--- src/design/fdm_pkg.sv ---
// Shared types and constants for the FAT directory entry matcher.
// No dependencies; imported by every module of the block.
package fdm_pkg;

  localparam int unsigned ENTRY_LAST = 31;
  localparam int unsigned NAME_BYTES = 11;
  localparam int unsigned ATTR_POS   = 11;

  localparam logic [7:0] MARK_END      = 8'h00;
  localparam logic [7:0] MARK_DELETED  = 8'hE5;
  localparam logic [7:0] ATTR_LONGNAME = 8'h0F;
  localparam logic [7:0] ATTR_VOLUME   = 8'h08;

  localparam logic [63:0] NAME_BASE_RESET = 64'h2020_2020_2020_2020;
  localparam logic [23:0] NAME_EXT_RESET  = 24'h20_2020;

  localparam logic CFG_NAME_BASE = 1'b0;
  localparam logic CFG_NAME_EXT  = 1'b1;

  localparam int unsigned RES_DATA_W = 72;

  typedef enum logic [1:0] {
    ST_FOUND     = 2'd0,
    ST_NOT_FOUND = 2'd1,
    ST_CORRUPT   = 2'd2
  } status_t;

  typedef struct packed {
    status_t     status;
    logic [7:0]  attributes;
    logic [31:0] file_size;
    logic [31:0] start_cluster;
  } res_t;

endpackage

--- src/design/fat_directory_entry_matcher_top.sv ---
// Top level of the FAT short-name directory matcher: input register and wiring.
// Depends on fdm_pkg, fdm_entry_scan and fdm_result_fifo.
//
//  channel  direction  payload
//  s_*      in         tdata[7:0] dir_byte, tuser[0] restart
//  m_*      out        tdata {attributes, file_size, start_cluster}, tuser status
//  cfg_*    in         cfg_index selects register, cfg_data holds the value
//
// One directory byte is taken every cycle while the buffer has space; a result
// for a byte passes through the input register and then the two-entry buffer.
// Input stalls only when the result buffer is full. Reset is synchronous and
// clears the search state and sets the name registers to all spaces.
module fat_directory_entry_matcher_top (
  input  logic                           clk,
  input  logic                           rst,
  input  logic                           s_tvalid,
  output logic                           s_tready,
  input  logic [7:0]                     s_tdata,   // [7:0] dir_byte
  input  logic                           s_tuser,   // [0] restart
  output logic                           m_tvalid,
  input  logic                           m_tready,
  output logic [fdm_pkg::RES_DATA_W-1:0] m_tdata,   // [31:0] start_cluster,
                                                    // [63:32] file_size,
                                                    // [71:64] attributes
  output logic [1:0]                     m_tuser,   // [1:0] status
  input  logic                           cfg_valid,
  output logic                           cfg_ready,
  input  logic                           cfg_index,
  input  logic [63:0]                    cfg_data
);
  import fdm_pkg::*;

  logic       in_valid;
  logic [7:0] in_byte;
  logic       in_restart;
  logic       advance;
  logic       space;
  logic       res_valid;
  res_t       res;

  assign cfg_ready = 1'b1;
  assign advance   = in_valid && space;
  assign s_tready  = !in_valid || advance;

  always_ff @(posedge clk) begin
    if (rst) begin
      in_valid <= 1'b0;
    end else if (s_tready) begin
      in_valid <= s_tvalid;
    end
  end

  always_ff @(posedge clk) begin
    if (s_tvalid && s_tready) begin
      in_byte    <= s_tdata;
      in_restart <= s_tuser;
    end
  end

  fdm_entry_scan u_scan (
    .clk        (clk),
    .rst        (rst),
    .cfg_we     (cfg_valid && cfg_ready),
    .cfg_index  (cfg_index),
    .cfg_data   (cfg_data),
    .item_valid (advance),
    .dir_byte   (in_byte),
    .restart    (in_restart),
    .res_valid  (res_valid),
    .res        (res)
  );

  fdm_result_fifo u_fifo (
    .clk       (clk),
    .rst       (rst),
    .push      (advance && res_valid),
    .push_data (res),
    .space     (space),
    .m_tvalid  (m_tvalid),
    .m_tready  (m_tready),
    .m_tdata   (m_tdata),
    .m_tuser   (m_tuser)
  );

endmodule

--- src/design/fdm_entry_scan.sv ---
// Directory entry scanner: search state, name registers and result decision.
// Depends on fdm_pkg; one accepted byte is handled per cycle.
module fdm_entry_scan (
  input  logic            clk,
  input  logic            rst,
  input  logic            cfg_we,
  input  logic            cfg_index,
  input  logic [63:0]     cfg_data,
  input  logic            item_valid,
  input  logic [7:0]      dir_byte,
  input  logic            restart,
  output logic            res_valid,
  output fdm_pkg::res_t   res
);
  import fdm_pkg::*;

  logic [63:0] name_base;
  logic [23:0] name_ext;
  logic [4:0]  position;
  logic        name_equal;
  logic        skip_entry;
  logic        search_done;
  logic [7:0]  attr_hold;
  logic [31:0] cluster_hold;
  logic [31:0] size_hold;

  logic [4:0]  position_next;
  logic        name_equal_next;
  logic        skip_entry_next;
  logic        search_done_next;
  logic [7:0]  attr_hold_next;
  logic [31:0] cluster_hold_next;
  logic [31:0] size_hold_next;

  logic [4:0]  pos_e;
  logic        eq_e;
  logic        skip_e;
  logic        done_e;
  logic [7:0]  wanted;

  always_comb begin
    pos_e  = restart ? 5'd0 : position;
    eq_e   = restart ? 1'b1 : name_equal;
    skip_e = restart ? 1'b0 : skip_entry;
    done_e = restart ? 1'b0 : search_done;

    if (pos_e[4:3] == 2'b00) begin
      wanted = name_base[{~pos_e[2:0], 3'b000} +: 8];
    end else begin
      case (pos_e[1:0])
        2'd0:    wanted = name_ext[23:16];
        2'd1:    wanted = name_ext[15:8];
        default: wanted = name_ext[7:0];
      endcase
    end

    position_next     = pos_e;
    name_equal_next   = eq_e;
    skip_entry_next   = skip_e;
    search_done_next  = done_e;
    attr_hold_next    = attr_hold;
    cluster_hold_next = cluster_hold;
    size_hold_next    = size_hold;
    res_valid         = 1'b0;
    res               = '0;
    res.status        = ST_FOUND;

    if (!done_e) begin
      if (pos_e == 5'd0 && dir_byte == MARK_END) begin
        search_done_next = 1'b1;
        res_valid        = 1'b1;
        res.status       = ST_NOT_FOUND;
      end else begin
        if (pos_e == 5'd0 && dir_byte == MARK_DELETED) begin
          skip_entry_next = 1'b1;
        end
        if (pos_e < 5'(NAME_BYTES)) begin
          if (dir_byte != wanted) begin
            name_equal_next = 1'b0;
          end
        end else if (pos_e == 5'(ATTR_POS)) begin
          attr_hold_next = dir_byte;
          if (dir_byte == ATTR_LONGNAME || (dir_byte & ATTR_VOLUME) != 8'h00) begin
            skip_entry_next = 1'b1;
          end
        end else if (pos_e == 5'd20) begin
          cluster_hold_next[23:16] = dir_byte;
        end else if (pos_e == 5'd21) begin
          cluster_hold_next[31:24] = dir_byte;
        end else if (pos_e == 5'd26) begin
          cluster_hold_next[7:0] = dir_byte;
        end else if (pos_e == 5'd27) begin
          cluster_hold_next[15:8] = dir_byte;
        end else if (pos_e >= 5'd28) begin
          size_hold_next[{pos_e[1:0], 3'b000} +: 8] = dir_byte;
        end

        if (pos_e == 5'(ENTRY_LAST)) begin
          position_next   = 5'd0;
          name_equal_next = 1'b1;
          skip_entry_next = 1'b0;
          if (eq_e && !skip_e) begin
            search_done_next  = 1'b1;
            res_valid         = 1'b1;
            res.start_cluster = cluster_hold_next;
            res.file_size     = size_hold_next;
            res.attributes    = attr_hold_next;
            if (cluster_hold_next < 32'd2 && size_hold_next != 32'd0) begin
              res.status = ST_CORRUPT;
            end else begin
              res.status = ST_FOUND;
            end
          end
        end else begin
          position_next = pos_e + 5'd1;
        end
      end
    end
  end

  always_ff @(posedge clk) begin
    if (rst) begin
      name_base    <= NAME_BASE_RESET;
      name_ext     <= NAME_EXT_RESET;
      position     <= 5'd0;
      name_equal   <= 1'b1;
      skip_entry   <= 1'b0;
      search_done  <= 1'b0;
      attr_hold    <= 8'h00;
      cluster_hold <= 32'd0;
      size_hold    <= 32'd0;
    end else begin
      if (cfg_we) begin
        case (cfg_index)
          CFG_NAME_BASE: name_base <= cfg_data;
          CFG_NAME_EXT:  name_ext  <= cfg_data[23:0];
          default:       name_base <= name_base;
        endcase
      end
      if (item_valid) begin
        position     <= position_next;
        name_equal   <= name_equal_next;
        skip_entry   <= skip_entry_next;
        search_done  <= search_done_next;
        attr_hold    <= attr_hold_next;
        cluster_hold <= cluster_hold_next;
        size_hold    <= size_hold_next;
      end
    end
  end

`ifndef ASSERT_OFF
  a_result_ends_search: assert property (@(posedge clk) disable iff (rst)
    (item_valid && res_valid) |=> search_done)
    else $error("search not marked done after a result");

  a_quiet_when_done: assert property (@(posedge clk) disable iff (rst)
    (search_done && !restart) |-> !res_valid)
    else $error("result produced after the search had ended");

  a_match_at_entry_end: assert property (@(posedge clk) disable iff (rst)
    (res_valid && res.status != ST_NOT_FOUND) |-> (pos_e == 5'(ENTRY_LAST)))
    else $error("match reported before the last byte of an entry");
`endif

endmodule

--- src/design/fdm_result_fifo.sv ---
// Two-entry result buffer between the scanner and the master stream side.
// Depends on fdm_pkg for the result record.
module fdm_result_fifo (
  input  logic                                clk,
  input  logic                                rst,
  input  logic                                push,
  input  fdm_pkg::res_t                       push_data,
  output logic                                space,
  output logic                                m_tvalid,
  input  logic                                m_tready,
  output logic [fdm_pkg::RES_DATA_W-1:0]      m_tdata,
  output logic [1:0]                          m_tuser
);
  import fdm_pkg::*;

  res_t       slots [2];
  logic       wr_ptr;
  logic       rd_ptr;
  logic [1:0] count;
  logic       pop;

  assign pop      = m_tvalid && m_tready;
  assign m_tvalid = count != 2'd0;
  assign space    = count != 2'd2;
  assign m_tdata  = {slots[rd_ptr].attributes, slots[rd_ptr].file_size,
                     slots[rd_ptr].start_cluster};
  assign m_tuser  = slots[rd_ptr].status;

  always_ff @(posedge clk) begin
    if (push) begin
      slots[wr_ptr] <= push_data;
    end
  end

  always_ff @(posedge clk) begin
    if (rst) begin
      wr_ptr <= 1'b0;
      rd_ptr <= 1'b0;
      count  <= 2'd0;
    end else begin
      if (push) begin
        wr_ptr <= ~wr_ptr;
      end
      if (pop) begin
        rd_ptr <= ~rd_ptr;
      end
      case ({push, pop})
        2'b10:   count <= count + 2'd1;
        2'b01:   count <= count - 2'd1;
        default: count <= count;
      endcase
    end
  end

`ifndef ASSERT_OFF
  a_no_overflow: assert property (@(posedge clk) disable iff (rst)
    push |-> (count != 2'd2))
    else $error("result pushed into a full buffer");

  a_count_range: assert property (@(posedge clk) disable iff (rst)
    count != 2'd3)
    else $error("result count out of range");

  a_push_shows: assert property (@(posedge clk) disable iff (rst)
    (push && count == 2'd0) |=> m_tvalid)
    else $error("pushed result not offered on the output");
`endif

endmodule
--- config.mk ---
export PLATFORM = sky130hd
export DESIGN_NAME = fat_directory_entry_matcher_top
export DESIGN_NICKNAME = d
export VERILOG_FILES = /design/src/design/fdm_pkg.sv /design/src/design/fat_directory_entry_matcher_top.sv /design/src/design/fdm_entry_scan.sv /design/src/design/fdm_result_fifo.sv
export SDC_FILE = /design/constraint.sdc
export NUM_CORES = 1
export LEC_CHECK = 0
export CORE_ASPECT_RATIO = 0.5
export CORE_UTILIZATION = 55
export DETAILED_ROUTE_END_ITERATION = 10
export DONT_BUFFER_PORTS = 1
export PLACE_DENSITY = 0.7
export REMOVE_ABC_BUFFERS = 1
export SLEW_MARGIN = 0
export SYNTH_ARGS = -nofsm -noshare
export SYNTH_HDL_FRONTEND = slang
export SYNTH_HIERARCHICAL = 1
export SYNTH_SLANG_ARGS = --single-unit
--- constraint.sdc ---
create_clock -name clk -period 7.8 [get_ports clk]
set_clock_uncertainty 0.1 [all_clocks]
set_input_delay 0.78 -clock clk [delete_from_list [all_inputs] [get_ports clk]]
set_output_delay 0.78 -clock clk [all_outputs]
set_load 0.005 [all_outputs]
Word level (Yosys, flattened, before mapping)
Memories as Yosys holds them, arrays and structs flattened. A register that Yosys moved wholly into a read port is not among the register bits.
Cells that the tools add are included.

word-level totals
  register bits after elaboration = 182
  latch bits = 0
  bits in writable memories = 148
  bits in read-only memories = 0
  bits of input ports = 79
  output and inout port bits = 77
  logic and storage cells = 128
  memories kept = 1

memory list
  name          words  bits a word  rd ports  clocked after Yosys merged registers in  write ports  line                   source
  u_fifo.slots  2      74           1         1                                        1            fdm_result_fifo.sv:16  res_t slots [2];

operators by class
  add/sub/neg operators = 4
  multiply operators = 0
  divide/modulo/power cells = 0
  $lt $le $gt $ge = 3
  equality and inequality tests = 13
  shift operators = 3
  mux-type cells = 61
  bitwise logic cells = 6
  reductions and logical operators = 22

operators by type and width
  operator                                                                number
  32-bit 2-to-1 mux                                                       13
  74-bit 2-to-1 mux                                                       3
  72-bit 2-to-1 mux                                                       1
  8-bit 2-to-1 mux                                                        9
  64-bit by 7-bit indexed part select with 8-bit output                   1
  32-bit bitwise mux                                                      1
  32-bit by 2-bit < comparator with 1-bit output, second input constant   1
  16-bit 2-to-1 mux                                                       2
  32-bit nonzero test                                                     1
  8-bit by 7-bit variable shift with 32-bit output, first input constant  1
  8-bit by 7-bit indexed part select with 32-bit output                   1
  5-bit == test, second input constant                                    5
  1-bit 2-to-1 mux                                                        24
  5-bit 2-to-1 mux                                                        4
  8-bit case mux with 2 select lines                                      1
  8-bit by 4-bit == test with 1-bit output, second input constant         1
  8-bit == test, second input constant                                    1
  1-bit logical AND                                                       8
  8-bit zero test                                                         1
  8-bit inequality test                                                   1
  5-bit negator with 7-bit output                                         1
  5-bit by 1-bit adder with 5-bit output, second input constant           1
  5-bit by 4-bit == test with 1-bit output, second input constant         1
  5-bit >= comparator, second input constant                              1
  other kinds (17)                                                        28

Longest topological paths before layout
  depth after elaboration = 20
  mapped depth = 14

Hierarchy
The synthesis kept the hierarchy.

modules (own cells, without submodules)
  module                           times used  cells an instance  area an instance (sq um)
  fdm_entry_scan                   1           1,205              8,531.9
  fdm_result_fifo                  1           253                5,544.1
  fat_directory_entry_matcher_top  1           18                 351.6

Worst setup path before layout
Ideal clock, no wire load.

  path kind = reg-to-reg
  from = register u_scan.position[0]
  to = memory u_fifo/slots[0][0] (netlist bit) (enable)
  library setup time = 0.508 ns
  data arrival time = 4.835 ns
  data required time = 7.192 ns
  path slack = 2.357 ns
  cell stages (with the launch flop) = 12
  path buffers = 3
  cells stage by stage = dfxtp_1 buf_6 buf_2 nand3_1 nor2_1 ha_1 clkbuf_1 nand2_1 a21oi_1 and3_2 inv_1 nor2_1

on the way
  longest elaborated chain between the ends = 8
  elaborated cells on any way between the ends = 10
  classes of those cells = eq/ne (1); mux (6); reduce/logical (3)

RTL lines
  what                                                          line                                        source
  start: declaration                                            fdm_entry_scan.sv:19                        logic [4:0] position;
  start signal: assignment                                      fdm_entry_scan.sv:141                       position <= position_next;
  5-bit 2-to-1 mux (*)                                          fdm_entry_scan.sv:42                        pos_e = restart ? 5'd0 : position;
  5-bit == test / 5-bit zero test (equally long branches)       fdm_entry_scan.sv:98, fdm_entry_scan.sv:69
  1-bit 2-to-1 mux / 1-bit logical AND (equally long branches)  fdm_entry_scan.sv:98, fdm_entry_scan.sv:69
  1-bit 2-to-1 mux (*)                                          fdm_entry_scan.sv:69                        if (pos_e == 5'd0 && dir_byte == MARK_END) begin
  1-bit 2-to-1 mux (*)                                          fdm_entry_scan.sv:68                        if (!done_e) begin
  net res_valid                                                 fat_directory_entry_matcher_top.sv:38       logic res_valid;
  1-bit logical AND (*)                                         fat_directory_entry_matcher_top.sv:76       .push (advance && res_valid),
  1-bit 2-to-1 mux (*)                                          fdm_result_fifo.sv:30                       if (push) begin
  1-bit 2-to-1 mux (not written as such) (*)                    fdm_result_fifo.sv:31                       slots[wr_ptr] <= push_data;
  end: declaration                                              fdm_result_fifo.sv:16

Mark *: on every way through the listed nets, which the timed path passes. The rest lies on a longest branch.

Worst setup path in the final report
  from = register u_scan.position[1]
  to = memory u_fifo/slots[0][69] (netlist bit) (enable)

Same word-level chain as after synthesis.

==> results.cfg <==
[run_status]
status = completed

[routing]
drt_iter0_markers = 1008
drt_drc_violations_left = 0
dr_total_vias = 10599
routed_wl_mm = 34.44
firstDrtPassIters = 5
wl_per_cell_um = 19.33
viasPerCell = 5.948
ant_nets = 0

[critical_path]
r2r_cells = 9
end_kind = register
cp_slowest_stage_delay_ps = 1020
cp_top_family = flip-flops
critPathKind = register to register
slowest_stage = dfxtp_2
cp_max_fo = 74
path_buf_inv = 2
cp.arrival_ps = 3960
r2r_slack_ps = 3920
cp-start-kind = register
crit_required_ps = 7870
crit-reg2reg-launch = u_scan/position[1]$_SDFFE_PP0P_
r2r-end = u_fifo/slots[0][69]$_DFFE_PP_
path_cells = nand3_1 -> nor2_1 -> ha_1 -> nand2_1 -> a21oi_1 -> and3_2 -> inv_1 -> nor2_4 -> buf_4

[clock_tree]
cts_tree = yes
clock_sinks = 331
htreeDepth = 1
cts_buffers = 29
cts_setup_buffers = 0
clkTransAtPathRegs_ps = 70
cts_buffer_depth = 3
cts_hold_buf = 0
cts_root_buf = clkbuf_16
clkLatencyLatePin_ps = 570
cts-resized-gates = 0

[sta]
finalCritPeriodShare_pct = 49.80
slew_violations = 0
rsz0062_at_grt = false
final-setup-viol-count = 0
period_minus_slack_ps = 3884
final.setup.tns_ps = 0
clock.fmax_mhz = 257.5
finalHoldViolCount = 0
setup_slack_ps = 3916
worst_slew_margin_rel_pct = 5.530
worst_pin_slew_ps = 1412

[global_routing]
grt_max_degree = 175
grt_pass1_wl_mm = 54.28
globalRouteOverflowTotal = 0
grt_usage_pct = 25.42
grt_pass1_vias = 9975
antenna_found_initial = 0

[layout]
layout_common_cells = 401 x nand2_1, 207 x a21oi_1, 172 x dfxtp_1, 157 x edfxtp_1, 76 x nor2_1
fin_nets = 1496
design_area_um2 = 15500
area_growth_pct = 7.467
final_layout_size_suffix_gt1_share_pct = 7.024
final_common_cell = nand2_1
antennaDiodeCount = 0
fillers = 2077

[die]
initial_utilization_pct = 56.59
die_area_um2 = 26920
coreArea_um2 = 25500
die_y_um = 116.5
die_w_um = 231.1
rows = 41
pin_count = 156

[yosys]
synth.avg_cell_area_um2 = 9.775
synth-main-ff-cell = dfxtp_1
syn-cell-area_um2 = 14430
ys_types = 79
ys_seq_area_share_pct = 56.82
ys_seq_elements = 331
ys_warn_count = 6
synthArstFlopShare_pct = 0
synthCells = 1476
synth_edf_count = 157

[min_path]
holdPathStages = 1
holdPathEnd = u_scan/name_base[52]$_SDFFE_PP0P_
worstHoldPathType = primary input to register
hp-start = rst

[job]
max-cap-violations = 0

[place]
port_buffers = 0
dp_hpwl_mm = 21.68
post-place-ws_ps = 3957
place_congestion = 0.8998
placed_area_um2 = 14530

[power_and_ir_drop]
p_leak_nw = 4.830
pwr_density_cell_nw_per_um2 = 222.6
power.total_mw = 3.452
peakVddDrop_mv = 0.1935
## registers in the layout, indices dropped and copies added, names as in the netlist, 2 cells and up, named ones only
signal,flops
u_fifo/count,2
u_scan/cluster_hold,32
u_scan/size_hold,32
in_byte,8
u_scan/position,5
u_scan/attr_hold,8
u_scan/name_base,64
u_scan/name_ext,24
u_fifo/slots,148
## cell usage after synthesis (6+ instances only)
cell | number | share of area, %
nor3_1 | 11 | 0.38
edfxtp_1 | 157 | 33
inv_1 | 10 | 0.26
nand3_1 | 34 | 1.2
clkbuf_1 | 71 | 1.8
nand3b_1 | 10 | 0.52
nor2b_1 | 6 | 0.26
o22ai_1 | 6 | 0.26
nand2_1 | 401 | 10
nor4_1 | 11 | 0.48
mux2_1 | 74 | 5.8
dfxtp_1 | 174 | 24
buf_4 | 9 | 0.47
mux2i_1 | 43 | 3.0
o21ai_0 | 24 | 0.83
xnor2_1 | 6 | 0.36
nor2_1 | 77 | 2.0
nand2b_1 | 10 | 0.43
a21oi_1 | 207 | 7.2
buf_2 | 20 | 0.69
## how the worst max path moves through the flow
| stage | from | to | slack, ps | depth (start not counted) |
|---|---|---|---|---|
| 6_report | u_scan/position[1]$_SDFFE_PP0P_ | u_fifo/slots[0][69]$_DFFE_PP_ | 3920 | 9 |
| 5_1_grt | u_scan/position[1]$_SDFFE_PP0P_ | u_fifo/slots[0][27]$_DFFE_PP_ | 3580 | 9 |
| 4_1_cts | u_scan/position[1]$_SDFFE_PP0P_ | u_fifo/slots[0][70]$_DFFE_PP_ | 3940 | 9 |
| 3_5_place_dp | u_scan/position[1]$_SDFFE_PP0P_ | u_fifo/slots[0][33]$_DFFE_PP_ | 3960 | 9 |
| 3_3_place_gp | u_scan/position[1]$_SDFFE_PP0P_ | u_fifo/slots[0][11]$_DFFE_PP_ | 4060 | 9 |
| 2_1_floorplan | u_scan/position[1]$_SDFFE_PP0P_ | u_fifo/slots[0][0]$_DFFE_PP_ | 1690 | 8 |
## kinds of logic after synthesis
group / synth area share (%)
mux: 9.383
other cells: 0.02599
buf+inv: 3.512
simple gates: 17.56
xor+xnor: 0.6677
compound gates: 11.86
fa+ha+maj: 0.1734
flops: 56.82
## stage by stage
step / hold slack, ps / util, % / cells
3_5_place_dp: 340.8 / 57.00 / 1728
5_1_grt: 174.1 / 60.81 / 1782
3_3_place_gp: 336.1 / 57.00 / 1728
4_1_cts: 183.2 / 60.81 / 1782
2_1_floorplan: 325.7 / - / 1370
6_report: 197.0 / 60.81 / 1782
## cell type report
type	instances	area, um^2	area share (%)
Sequential cell	331	8203	52.91
Multi-Input combinational cell	1028	5752	37.10
Clock buffer	33	760.7	4.906
Tap cell	344	430.4	2.776
Clock inverter	21	212.7	1.372
Timing Repair Buffer	14	105.1	0.6779
Inverter	11	41.29	0.2663
## where the power goes
group          internal [mW]  total, mW  switching [mW]
Clock                  0.833       1.48           0.646
Combinational         0.0411      0.119          0.0777
Sequential              1.83       1.85          0.0249
## layer usage
layer / wire, um / share of wire (%) / GRT usage [%] / vias up
met5: 0 / 0 / 0 / -
met4: 563 / 1.6 / 6.093 / 0
met3: 3098 / 9.0 / 6.543 / 52
met2: 15360 / 45 / 39.44 / 426
met1: 15420 / 45 / 35.81 / 5108
li1: - / - / - / 5013
No activity file was read; power rests on OpenSTA's default activity.
